[config.mk]
export PLATFORM = sky130hd
export DESIGN_NAME = ticc_stage
export DESIGN_NICKNAME = d
export VERILOG_FILES = /design/src/rtl/core/tensor_index_coordinate_converter_defines.svh /design/src/rtl/core/ticc_pkg.sv /design/src/rtl/core/ticc_stage.sv
export SDC_FILE = /design/constraint.sdc
export NUM_CORES = 1
export LEC_CHECK = 0
export BUFFER_PORTS_ARGS = -buffer_cell sky130_fd_sc_hd__buf_2
export CAP_MARGIN = 20
export CORE_AREA = 2 2 309 311
export CTS_BUF_LIST = sky130_fd_sc_hd__clkbuf_4 sky130_fd_sc_hd__clkbuf_8 sky130_fd_sc_hd__clkbuf_16
export DETAILED_ROUTE_END_ITERATION = 12
export DIE_AREA = 0 0 311 313
export GPL_TIMING_DRIVEN = 1
export HOLD_SLACK_MARGIN = 0.03
export RECOVER_POWER = 100
export SETUP_SLACK_MARGIN = 0.3
export SYNTH_ARGS = -nofsm -noshare
export SYNTH_HDL_FRONTEND = slang
export SYNTH_SLANG_ARGS = --single-unit
[constraint.sdc]
create_clock -name clk -period 0.8 [get_ports clk]
set_input_delay 0.16 -clock clk [delete_from_list [all_inputs] [get_ports clk]]
set_output_delay 0.16 -clock clk [all_outputs]
set_load 0.01 [all_outputs]
[src/rtl/core/tensor_index_coordinate_converter_defines.svh]
// ---------------------------------------------------------------------------
// Assertion macros for the tensor index coordinate converter.
// Every macro samples on clk and is disabled while arst_n is low.
// ---------------------------------------------------------------------------
`ifndef TENSOR_INDEX_COORDINATE_CONVERTER_DEFINES_SVH
`define TENSOR_INDEX_COORDINATE_CONVERTER_DEFINES_SVH

// Plain property checked at every clock edge.
`define TICC_ASSERT(lbl, prop, msg) \
	lbl: assert property (@(posedge clk) disable iff (!arst_n) (prop)) else $error(msg);

// Same-cycle implication.
`define TICC_ASSERT_IMPL(lbl, ante, cons, msg) \
	lbl: assert property (@(posedge clk) disable iff (!arst_n) (ante) |-> (cons)) \
		else $error(msg);

`endif

[src/rtl/core/ticc_pkg.sv]
// ---------------------------------------------------------------------------
// ticc_pkg
// Shared types and constants of the tensor index coordinate converter.
// ---------------------------------------------------------------------------
`timescale 1ns / 1ps

package ticc_pkg;

	localparam int FLAT_W      = 32;
	localparam int COUNT_W     = 3;
	localparam int CFG_IDX_W   = 4;
	localparam int DIV_STEPS   = 4;

	localparam logic [CFG_IDX_W-1:0] REG_SHAPE_RANK = 4'd0;
	localparam logic [CFG_IDX_W-1:0] REG_DIM_BASE   = 4'd1;

	localparam logic CMD_FOLD  = 1'b0;
	localparam logic CMD_SPLIT = 1'b1;

	typedef struct packed {
		logic       cmd;
		logic [3:0] given;
	} ctl_t;

endpackage

[src/rtl/core/ticc_stage.sv]
// ---------------------------------------------------------------------------
// ticc_stage
// One pipeline stage: a few restoring division steps of the split path and,
// in the first two stages of a dimension, one multiply of the fold path.
// ---------------------------------------------------------------------------
`timescale 1ns / 1ps

module ticc_stage #(
	parameter int MAX_RANK  = 6,
	parameter int DIM_WIDTH = 16,
	parameter int SECT      = 0,
	parameter int SUB       = 0
) (
	input  logic                        clk,
	input  logic                        arst_n,
	input  logic                        adv,
	input  logic [3:0]                  rank,
	input  logic [DIM_WIDTH-1:0]        dim [MAX_RANK],
	input  logic                        vld_i,
	input  ticc_pkg::ctl_t              ctl_i,
	input  logic [ticc_pkg::FLAT_W-1:0] acc_i,
	input  logic [ticc_pkg::FLAT_W-1:0] pw_i,
	input  logic [ticc_pkg::FLAT_W-1:0] prod_i,
	input  logic [ticc_pkg::FLAT_W-1:0] num_i,
	input  logic [DIM_WIDTH-1:0]        rem_i,
	input  logic [DIM_WIDTH-1:0]        crd_i [MAX_RANK],
	input  logic [DIM_WIDTH-1:0]        cin_i [MAX_RANK],
	output logic                        vld_o,
	output ticc_pkg::ctl_t              ctl_o,
	output logic [ticc_pkg::FLAT_W-1:0] acc_o,
	output logic [ticc_pkg::FLAT_W-1:0] pw_o,
	output logic [ticc_pkg::FLAT_W-1:0] prod_o,
	output logic [ticc_pkg::FLAT_W-1:0] num_o,
	output logic [DIM_WIDTH-1:0]        rem_o,
	output logic [DIM_WIDTH-1:0]        crd_o [MAX_RANK],
	output logic [DIM_WIDTH-1:0]        cin_o [MAX_RANK]
);

	localparam int FW    = ticc_pkg::FLAT_W;
	localparam int STEPS = ticc_pkg::DIV_STEPS;
	localparam int SUBS  = FW / STEPS;

	logic [FW-1:0]        acc_n, pw_n, prod_n, num_n;
	logic [DIM_WIDTH-1:0] rem_n;
	logic [DIM_WIDTH-1:0] crd_n [MAX_RANK];
	logic                 incl;

	always_comb begin
		logic [DIM_WIDTH:0]   t;
		logic [DIM_WIDTH-1:0] r;
		logic [FW-1:0]        q;
		if (SECT == 0) begin
			incl = ctl_i.given != 4'd0;
		end else begin
			incl = (4'(SECT) < ctl_i.given) && (4'(SECT) < rank);
		end
		acc_n  = acc_i;
		pw_n   = pw_i;
		prod_n = prod_i;
		if (SUB == 0) begin
			prod_n = FW'(pw_i * FW'(cin_i[SECT]));
		end
		if (SUB == 1) begin
			if (incl) begin
				acc_n = acc_i + prod_i;
			end
			pw_n = FW'(pw_i * FW'(dim[SECT]));
		end
		r = (SUB == 0) ? '0 : rem_i;
		q = num_i;
		for (int s = 0; s < STEPS; s++) begin
			t = {r, q[FW-1]};
			q = {q[FW-2:0], 1'b0};
			if (t >= {1'b0, dim[SECT]}) begin
				t = t - {1'b0, dim[SECT]};
				q[0] = 1'b1;
			end
			r = t[DIM_WIDTH-1:0];
		end
		num_n = q;
		rem_n = r;
		crd_n = crd_i;
		if (SUB == SUBS - 1) begin
			crd_n[SECT] = r;
		end
	end

	always_ff @(posedge clk or negedge arst_n) begin
		if (!arst_n) begin
			vld_o <= 1'b0;
		end else if (adv) begin
			vld_o <= vld_i;
		end
	end

	always_ff @(posedge clk) begin
		if (adv) begin
			ctl_o  <= ctl_i;
			acc_o  <= acc_n;
			pw_o   <= pw_n;
			prod_o <= prod_n;
			num_o  <= num_n;
			rem_o  <= rem_n;
			crd_o  <= crd_n;
			cin_o  <= cin_i;
		end
	end

endmodule

==> reports/results.ini, run 1 <==
[run_status]
status=finished with violations
failed_checks=negative hold slack, negative setup slack

[routing]
vias=20493
post-route-drc-count=0
first_pass_iters=5
viasPerCell=4.29
wl_mm=84.8
route.antenna.remaining_nets=0
routedWlPerCell_um=17.8
drt_iter0_markers=993

[synthesis]
ys_seq_area_share_pct=41.5
synth_edf_count=341
syn_area_per_cell_um2=12.0
synthTopCellsByArea=edfxtp_1 (41%), fa_1 (25%), ha_1 (5.8%)
syn_nets=2934
postSynth.asyncResetShare_pct=0.292
synth-warning-count=0
netlist-cell-type-count=72
synthCells=2068
synth_top_area_share_pct=41.4
synth_top_area_cell=edfxtp_1
ys_seq_elements=342
synthFlopType=edfxtp_1
mappedNetlistArea_um2=24800
synth_commonest_cells=edfxtp_1 (341), inv_1 (341), fa_1 (307)

[timing]
report.final.setup_viol=678
grt_setup_unrepaired=true
fin_worst_skew_ps=0
fin_ws_ps=-5880
fin_crit_ps=6680
worst_slew_pin_slew_ps=929
fin_crit_sh_pct=835
hold_slack_ps=-174
fmax_mhz=150
max_slew_margin_pct=38.1
finalHoldViolCount=5
drv_slew=0

[clock_network]
cts_buffers=41
clock_sinks=342
holdBufCountCts=245
ctsLongestPathBuffers=3
cts_tree=done
clk_pin_slew_ps=60
cts.root.buffer_cell=clkbuf_16
cts_max_level=2
clock_latency_ps=570

[setup_path]
worstPathRequired_ps=1110
arrival_ps=6990
end_kind=flip-flop
worst-setup-path-type=in -> reg
start_kind=primary input
cp_slowest_stage_delay_ps=500
cpMostUsedCell=buf_4
cp_max_fo=7
cpMaxStageDelayCell=or4_4

[placement]
dp_hpwl_mm=64.9
place_congestion=0.884
pre_cts_slack_ps=-6870
port-buffer-count=654

[global_routing]
grt_pass1_wl_mm=128
antenna_found_initial=6
grt_pass1_vias=22101
grt_usage_pct=17.2
grt_max_degree=26
overflow=0

[floorplan]
start_util_pct=26.3
ioPinCount=787
die_h_um=313
placementRows=113
die_w_um=311
die_area_um2=97300
fp.coreArea_um2=94200

[finish]
area_growth_pct=59.8
fillers=8904
multi_input_area_um2=14500
fin_nets=4344
layout-drive-gt1-share_pct=42.2
seqCellArea_um2=10300
fin_util_pct=42.0

[power]
ir_drop_uv=6640
p_leak_uw=0.0179
p_per_area_nw_per_um2=3910
p_total_uw=155000

[min_path]
holdCritPathClass=in -> reg

[run]
max-cap-violations=0

[metal layers]
layer	wire (um)	vias up	GRT usage [%]
met5	0	-	0
met3	5380	148	3.88
met1	33200	10109	20.0
met4	3260	0	6.38
met2	43000	667	30.8
li1	-	9569	-
[cell type report]
class / count / share of cell area (%)
Tap cell: 1265 / 4.00
Inverter: 343 / 3.30
Sequential cell: 342 / 25.9
Clock inverter: 18 / 0.449
Antenna cell: 1 / 0.00632
Timing Repair Buffer: 1438 / 26.9
Clock buffer: 55 / 2.90
Multi-Input combinational cell: 1312 / 36.5
[kinds of logic (layout without fill, tap and decap cells)]
logic type	after synthesis	in the layout	synth area share, %
flip-flops	342	342	41.5
AO/OA/AOI/OAI	198	198	5.57
XOR/XNOR	90	90	3.18
AND/OR/NAND/NOR	573	574	11.5
adder cells (fa/ha/maj)	421	421	30.6
multiplexers	29	29	1.41
other	0	1	0
buffers and inverters	415	1854	6.33
[sequential cells by signal, summed over array words and instances, names as in the netlist]
| name | count |
|---|---|
| pw_o | 32 |
| num_o | 32 |
| cin_o | 96 |
| prod_o | 32 |
| ctl_o | 5 |
| vld_o | 1 |
| crd_o | 96 |
| rem_o | 16 |
| acc_o | 32 |
[worst max-delay path: cells and delay by family]
| kind | cells | cell delay, ps |
|---|---|---|
| adders and majority gates | 3 | 650 |
| and+or+nand+nor | 8 | 1730 |
| muxes | 2 | 610 |
| buffers and inverters | 9 | 1270 |
| AOI/OAI and AO/OA | 13 | 2560 |
[final timing paths]
check	startpoint	end	slack, ps	cells after the start
min	vld_i	vld_o$_DFFE_PN0P_	-170	2
min reg2reg	vld_o$_DFFE_PN0P_	vld_o$_DFFE_PN0P_	540	1
max reg2reg	vld_o$_DFFE_PN0P_	vld_o$_DFFE_PN0P_	40	1
min in group asynchronous	arst_n	vld_o$_DFFE_PN0P_	-70	2
max in group asynchronous	arst_n	vld_o$_DFFE_PN0P_	760	2
max	dim[84]	rem_o[2]$_DFFE_PP_	-5880	35
[per-stage QoR]
stage / instances / area (um2) / TNS (ps)
after global placement: 4370 / 33600 / -313020
after global routing: 4774 / 39600 / -482730
after CTS: 4740 / 39000 / -379670
final: 4774 / 39600 / -443110
after floorplan: 2068 / 25900 / -224110
after detailed placement: 4370 / 33600 / -319260
[placed cells by master, fill, tap and decap left out, types with 83 or more instances in the layout]
cell type and instances:
buf_6 97, and2_1 136, dlygate4sd3_1 236, buf_2 545
clkbuf_1 83, nand2_1 245, edfxtp_1 341, fa_1 293
inv_1 311, buf_4 418
[where the power goes]
group,leakage [uW],internal [uW],switching [uW]
sequential,0.00334,24500,622
clock,0.000666,10800,7640
combinational,0.0139,58800,52300
total,0.0179,94200,60500
[timing repair]
item                                   CTS  global route
pin swaps                               72            81
gates cloned                             5             1
setup endpoints to repair              394           406
endpoints found under the hold margin  303            43
resized for setup                      297           147
buffers inserted                        47            32
No activity file was read; power rests on OpenSTA's default activity.
==> run 2: changes to the inputs <==
--- a/config.mk
+++ b/config.mk
@@ -7,13 +7,13 @@
 export LEC_CHECK = 0
 export BUFFER_PORTS_ARGS = -buffer_cell sky130_fd_sc_hd__buf_2
 export CAP_MARGIN = 20
-export CORE_AREA = 2 2 309 311
+export CORE_AREA = 10 10 300 302
 export CTS_BUF_LIST = sky130_fd_sc_hd__clkbuf_4 sky130_fd_sc_hd__clkbuf_8 sky130_fd_sc_hd__clkbuf_16
 export DETAILED_ROUTE_END_ITERATION = 12
-export DIE_AREA = 0 0 311 313
+export DIE_AREA = 0 0 310 312
 export GPL_TIMING_DRIVEN = 1
-export HOLD_SLACK_MARGIN = 0.03
-export RECOVER_POWER = 100
+export HOLD_SLACK_MARGIN = 0.08
+export RECOVER_POWER = 50
 export SETUP_SLACK_MARGIN = 0.3
 export SYNTH_ARGS = -nofsm -noshare
 export SYNTH_HDL_FRONTEND = slang
==> run 2 against run 1 <==
  * The run still ends with negative hold slack, negative setup slack left
  * Global-route usage up 1.6 points
  * Wire length up 10%
  * Sequential share of layout area up 0.17 points
  * Clock power down 4%
  * Power down 3.2%
  * First-iteration DRC count up 16%
  * Register-to-register slack about the same
  * Non-clock buffer count down 17
  * Combinational power down 4%
  * Critical path type unchanged
==> reports/results.ini, run 2 (synthesized netlist as in run 1, its figures left out) <==
[clock_network]
clk_pin_slew_ps=60
cts_max_level=2
ctsLongestPathBuffers=3
holdBufCountCts=247
clock_sinks=342
clock_latency_ps=590
cts.root.buffer_cell=clkbuf_16
cts_tree=done
cts_buffers=39

[global_routing]
grt_pass1_vias=22394
grt_pass1_wl_mm=138
antenna_found_initial=12
overflow=0
grt_usage_pct=18.8
grt_max_degree=29

[routing]
wl_mm=93.6
first_pass_iters=5
viasPerCell=4.52
drt_iter0_markers=1147
route.antenna.remaining_nets=0
routedWlPerCell_um=20.4
vias=20723
post-route-drc-count=0

[floorplan]
ioPinCount=787
placementRows=107
start_util_pct=29.4
fp.coreArea_um2=84300
die_h_um=312
die_w_um=310
die_area_um2=96700

[run]
max-cap-violations=0

[timing]
fmax_mhz=151
report.final.setup_viol=693
fin_worst_skew_ps=0
hold_slack_ps=-196
max_slew_margin_pct=41.6
fin_ws_ps=-5810
fin_setup_tns_ps=-394660
drv_slew=0
fin_crit_ps=6610
worst_slew_pin_slew_ps=875
fin_crit_sh_pct=826
finalHoldViolCount=6
grt_setup_unrepaired=true

[finish]
top_regs=cin_o: 96 flops, crd_o: 96 flops
fin_nets=4325
layout-drive-gt1-share_pct=42.8
fillers=7606
mostFrequentLayoutCell=buf_2
area_growth_pct=58.8
mostFrequentLayoutCells=buf_2 (534), buf_4 (433), edfxtp_1 (341)

[power]
p_per_area_nw_per_um2=3810
p_leak_uw=0.0178
ir_drop_uv=7350
p_total_uw=150000

[setup_path]
cpMostUsedCell=ha_4
end_kind=flip-flop
arrival_ps=6940
cp_slowest_stage_delay_ps=500
cp_max_fo=5
cpMaxStageDelayCell=or4_4
start_kind=primary input
worstPathRequired_ps=1130
worst-setup-path-type=in -> reg

[placement]
port-buffer-count=654
place_congestion=0.908
dp_hpwl_mm=73.6

[min_path]
holdCritPathClass=in -> reg

[run_status]
status=finished with violations
failed_checks=negative hold slack, negative setup slack

==> run 2: what timing repair did <==
item / in CTS / in global routing
pin swaps: 72 / 42
buffers inserted: 50 / 20
endpoints found under the setup margin: 394 / 412
gates cloned: 4 / 0
gates resized for setup: 351 / 135
hold endpoints to repair: 288 / 39
==> run 2: metrics by stage <==
stage          area, um2  util (%)  setup WS [ps]  std cells  hold WS [ps]
2_1_floorplan      25900         -          -6440       2068          -136
3_3_place_gp       33300      39.5          -6620       4187         -50.5
3_5_place_dp       33300      39.5          -6730       4187         -48.4
4_1_cts            38800      46.0          -5730       4558          -241
5_1_grt            39300      46.6          -6000       4587          -223
6_report           39300      46.6          -5810       4589          -196
==> run 2: per-layer routing <==
metal	routed length (um)	vias up	global-route usage, %
met5	0	-	0
met4	4000	0	7.68
met3	7480	144	4.97
met2	46000	753	32.4
met1	36200	10301	21.9
li1	-	9525	-
==> run 2: critical path, delay by kind of cell <==
kind                     cells  cell delay (ps)
AO/OA/AOI/OAI               14             2530
adder cells (fa/ha/maj)      4              860
buffers and inverters        8              840
multiplexers                 2              630
AND/OR/NAND/NOR              9             1910
==> run 2: power by group <==
| part | switching, uW | internal, uW |
|---|---|---|
| combinational | 50600 | 56400 |
| clock | 8010 | 9690 |
| sequential | 659 | 24500 |
| total | 59200 | 90600 |
==> run 2: final cells by class <==
| cell class | instances | area [um2] | area share [%] |
|---|---|---|---|
| well taps | 1090 | 1360 | 3.47 |
| clock inverters | 26 | 229 | 0.582 |
| flip-flops and latches | 342 | 10300 | 26.1 |
| repair buffers | 1421 | 10700 | 27.2 |
| multi-input cells | 1312 | 14400 | 36.6 |
| inverters | 343 | 1300 | 3.31 |
| diodes | 11 | 27.5 | 0.0700 |
| clock buffers | 44 | 1020 | 2.59 |
==> run 2: worst paths after layout <==
check                                  start                  end  slack [ps]  depth (start not counted)
setup / recovery                   num_i[31]  rem_o[13]$_DFFE_PP_       -5810                         37
hold / removal                         vld_i    vld_o$_DFFE_PN0P_        -200                          2
setup reg to reg           vld_o$_DFFE_PN0P_    vld_o$_DFFE_PN0P_          50                          1
hold reg to reg            vld_o$_DFFE_PN0P_    vld_o$_DFFE_PN0P_         520                          1
max in group asynchronous             arst_n    vld_o$_DFFE_PN0P_         730                          2
min in group asynchronous             arst_n    vld_o$_DFFE_PN0P_         -50                          2
==> run 3: changes to the inputs <==
--- a/config.mk
+++ b/config.mk
@@ -14,6 +14,7 @@
 export GPL_TIMING_DRIVEN = 1
 export HOLD_SLACK_MARGIN = 0.08
 export RECOVER_POWER = 50
+export REMOVE_ABC_BUFFERS = 1
 export SETUP_SLACK_MARGIN = 0.3
 export SYNTH_ARGS = -nofsm -noshare
 export SYNTH_HDL_FRONTEND = slang
==> constraint.sdc (replaced) <==
create_clock -name clk -period 6.4 [get_ports clk]
set_input_delay 1.28 -clock clk [delete_from_list [all_inputs] [get_ports clk]]
set_output_delay 1.28 -clock clk [all_outputs]
set_load 0.01 [all_outputs]
==> run 3 against run 2 <==
  * The run ends with max-capacitance violations, max-slew violations, negative setup slack left
  * Utilization decreased by 4.2 points
  * Sequential share of layout area increased by 2.6 points
  * Register-to-register slack improved by 5600 ps
  * Wire length decreased by 11%
  * Cell count decreased by 5.9%
  * Worst hold slack improved by 670 ps
  * Sequential power decreased by 87%
  * Design area decreased by 9.1%
  * Combinational power decreased by 86%
  * Largest cell class unchanged
==> reports/results.ini, run 3 (synthesized netlist as in run 1, its figures left out) <==
[global_routing]
grt_usage_pct=16.5
overflow=0
grt_pass1_wl_mm=123
grt_max_degree=134
antenna_found_initial=15
grt_pass1_vias=20645

[setup_path]
cp_max_fo=6
arrival_ps=8280
cp-startpoint=num_i[31]
cp_slowest_stage_delay_ps=530
reg2regPathDepth=1
reg2reg_to=vld_o$_DFFE_PN0P_
end_kind=flip-flop
worstPathRequired_ps=6740
r2r_start=vld_o$_DFFE_PN0P_
start_kind=primary input
worst-setup-path-type=in -> reg
rrSetupSlack_ps=5660
cpMostUsedCell=ha_4
cpMaxStageDelayCell=or4_4
path_depth=39
critPathBufInv=10
crit_family=compound AO/OA/AOI/OAI gates
crit_path_end=rem_o[10]$_DFFE_PP_

[routing]
vias=19368
route.antenna.remaining_nets=0
drt_iter0_markers=912
viasPerCell=4.49
first_pass_iters=7
wl_mm=83.6
routedWlPerCell_um=19.4
post-route-drc-count=0

[timing]
fmax_mhz=126
fin_crit_ps=7940
fin_crit_sh_pct=124
report.final.setup_viol=26
fin_ws_ps=-1540
max_slew_margin_pct=-200
drv_slew=213
grt_setup_unrepaired=true
fin_worst_skew_ps=0
hold_slack_ps=479
finalHoldViolCount=0
fin_setup_tns_ps=-26970
worst_slew_pin_slew_ps=4500

[power]
p_leak_uw=0.0164
p_total_uw=20300
ir_drop_uv=1120
p_per_area_nw_per_um2=567

[finish]
area_growth_pct=44.4
mostFrequentLayoutCells=buf_2 (596), buf_4 (403), edfxtp_1 (341)
fin_util_pct=42.4
mostFrequentLayoutCell=buf_2
layout-drive-gt1-share_pct=43.4
multi_input_area_um2=14100
fillers=8052
fin_nets=4051
top_regs=cin_o: 96 flops, crd_o: 96 flops
seqCellArea_um2=10300

[clock_network]
clk_pin_slew_ps=60
holdBufCountCts=0
clock_latency_ps=560
cts.root.buffer_cell=clkbuf_16
clock_sinks=342
ctsLongestPathBuffers=3
cts_max_level=2
cts_buffers=42
cts_tree=done

[floorplan]
placementRows=107
ioPinCount=787
fp.coreArea_um2=84300
start_util_pct=29.4
die_area_um2=96700
die_w_um=310
die_h_um=312

[run_status]
failed_checks=max-capacitance violations, max-slew violations, negative setup slack
status=finished with violations

[min_path]
holdCritPathClass=in -> async

[run]
max-cap-violations=2

[placement]
dp_hpwl_mm=68.1
port-buffer-count=654
place_congestion=0.881

-- run 3: cell types whose count changed in the layout (fill, tap and decap cells not counted), sizes merged --
cell and change:
bufbuf +1, clkbuf +32, buf -58, dlygate4sd3 -247
bufinv +2, clkinvlp -2, diode -1
-- run 3: layout make-up --
class / instances / share of cell area (%)
inverter: 343 / 3.61
tap: 1090 / 3.81
antenna: 10 / 0.0700
clock buffer: 49 / 3.14
multi-input combinational: 1312 / 39.4
clock inverter: 26 / 0.700
sequential: 342 / 28.7
timing repair buffer: 1144 / 20.5
-- run 3: what timing repair did --
action / 4_1_cts / 5_1_grt
resized for setup: 214 / 176
gates cloned: 4 / 1
pin swaps: 79 / 131
setup buffers: 47 / 35
endpoints found under the setup margin: 35 / 32
-- run 3: where the power goes --
part           switching, uW  total (uW)  leakage, uW  internal [uW]
registers               71.7        3300      0.00334           3230
clock network            982        2370     0.000673           1390
logic                   7080       14600       0.0124           7520
total                   8130       20300       0.0164          12100
-- run 3: stage by stage --
stage / area [um2] / setup WS (ps) / cells
5_1_grt: 35800 / -1740 / 4316
3_3_place_gp: 32200 / -2500 / 4144
2_1_floorplan: 24500 / -2690 / 1996
4_1_cts: 34900 / -1540 / 4270
3_5_place_dp: 32200 / -2700 / 4144
6_report: 35800 / -1540 / 4316
-- run 3: routing by layer --
metal / routed length [um] / vias to the layer above / global-route usage [%]
met5: 17 / - / 0
met4: 2380 / 2 / 5.26
met3: 6620 / 124 / 4.35
met2: 39900 / 584 / 27.6
met1: 34600 / 9677 / 20.6
li1: - / 8981 / -
-- run 3: worst min path at each step --
stage,from,to
after floorplan,vld_o$_DFFE_PN0P_,vld_o$_DFFE_PN0P_
after global placement,vld_o$_DFFE_PN0P_,vld_o$_DFFE_PN0P_
after detailed placement,vld_o$_DFFE_PN0P_,vld_o$_DFFE_PN0P_
after CTS,arst_n,vld_o$_DFFE_PN0P_
after global routing,arst_n,vld_o$_DFFE_PN0P_
final,arst_n,vld_o$_DFFE_PN0P_
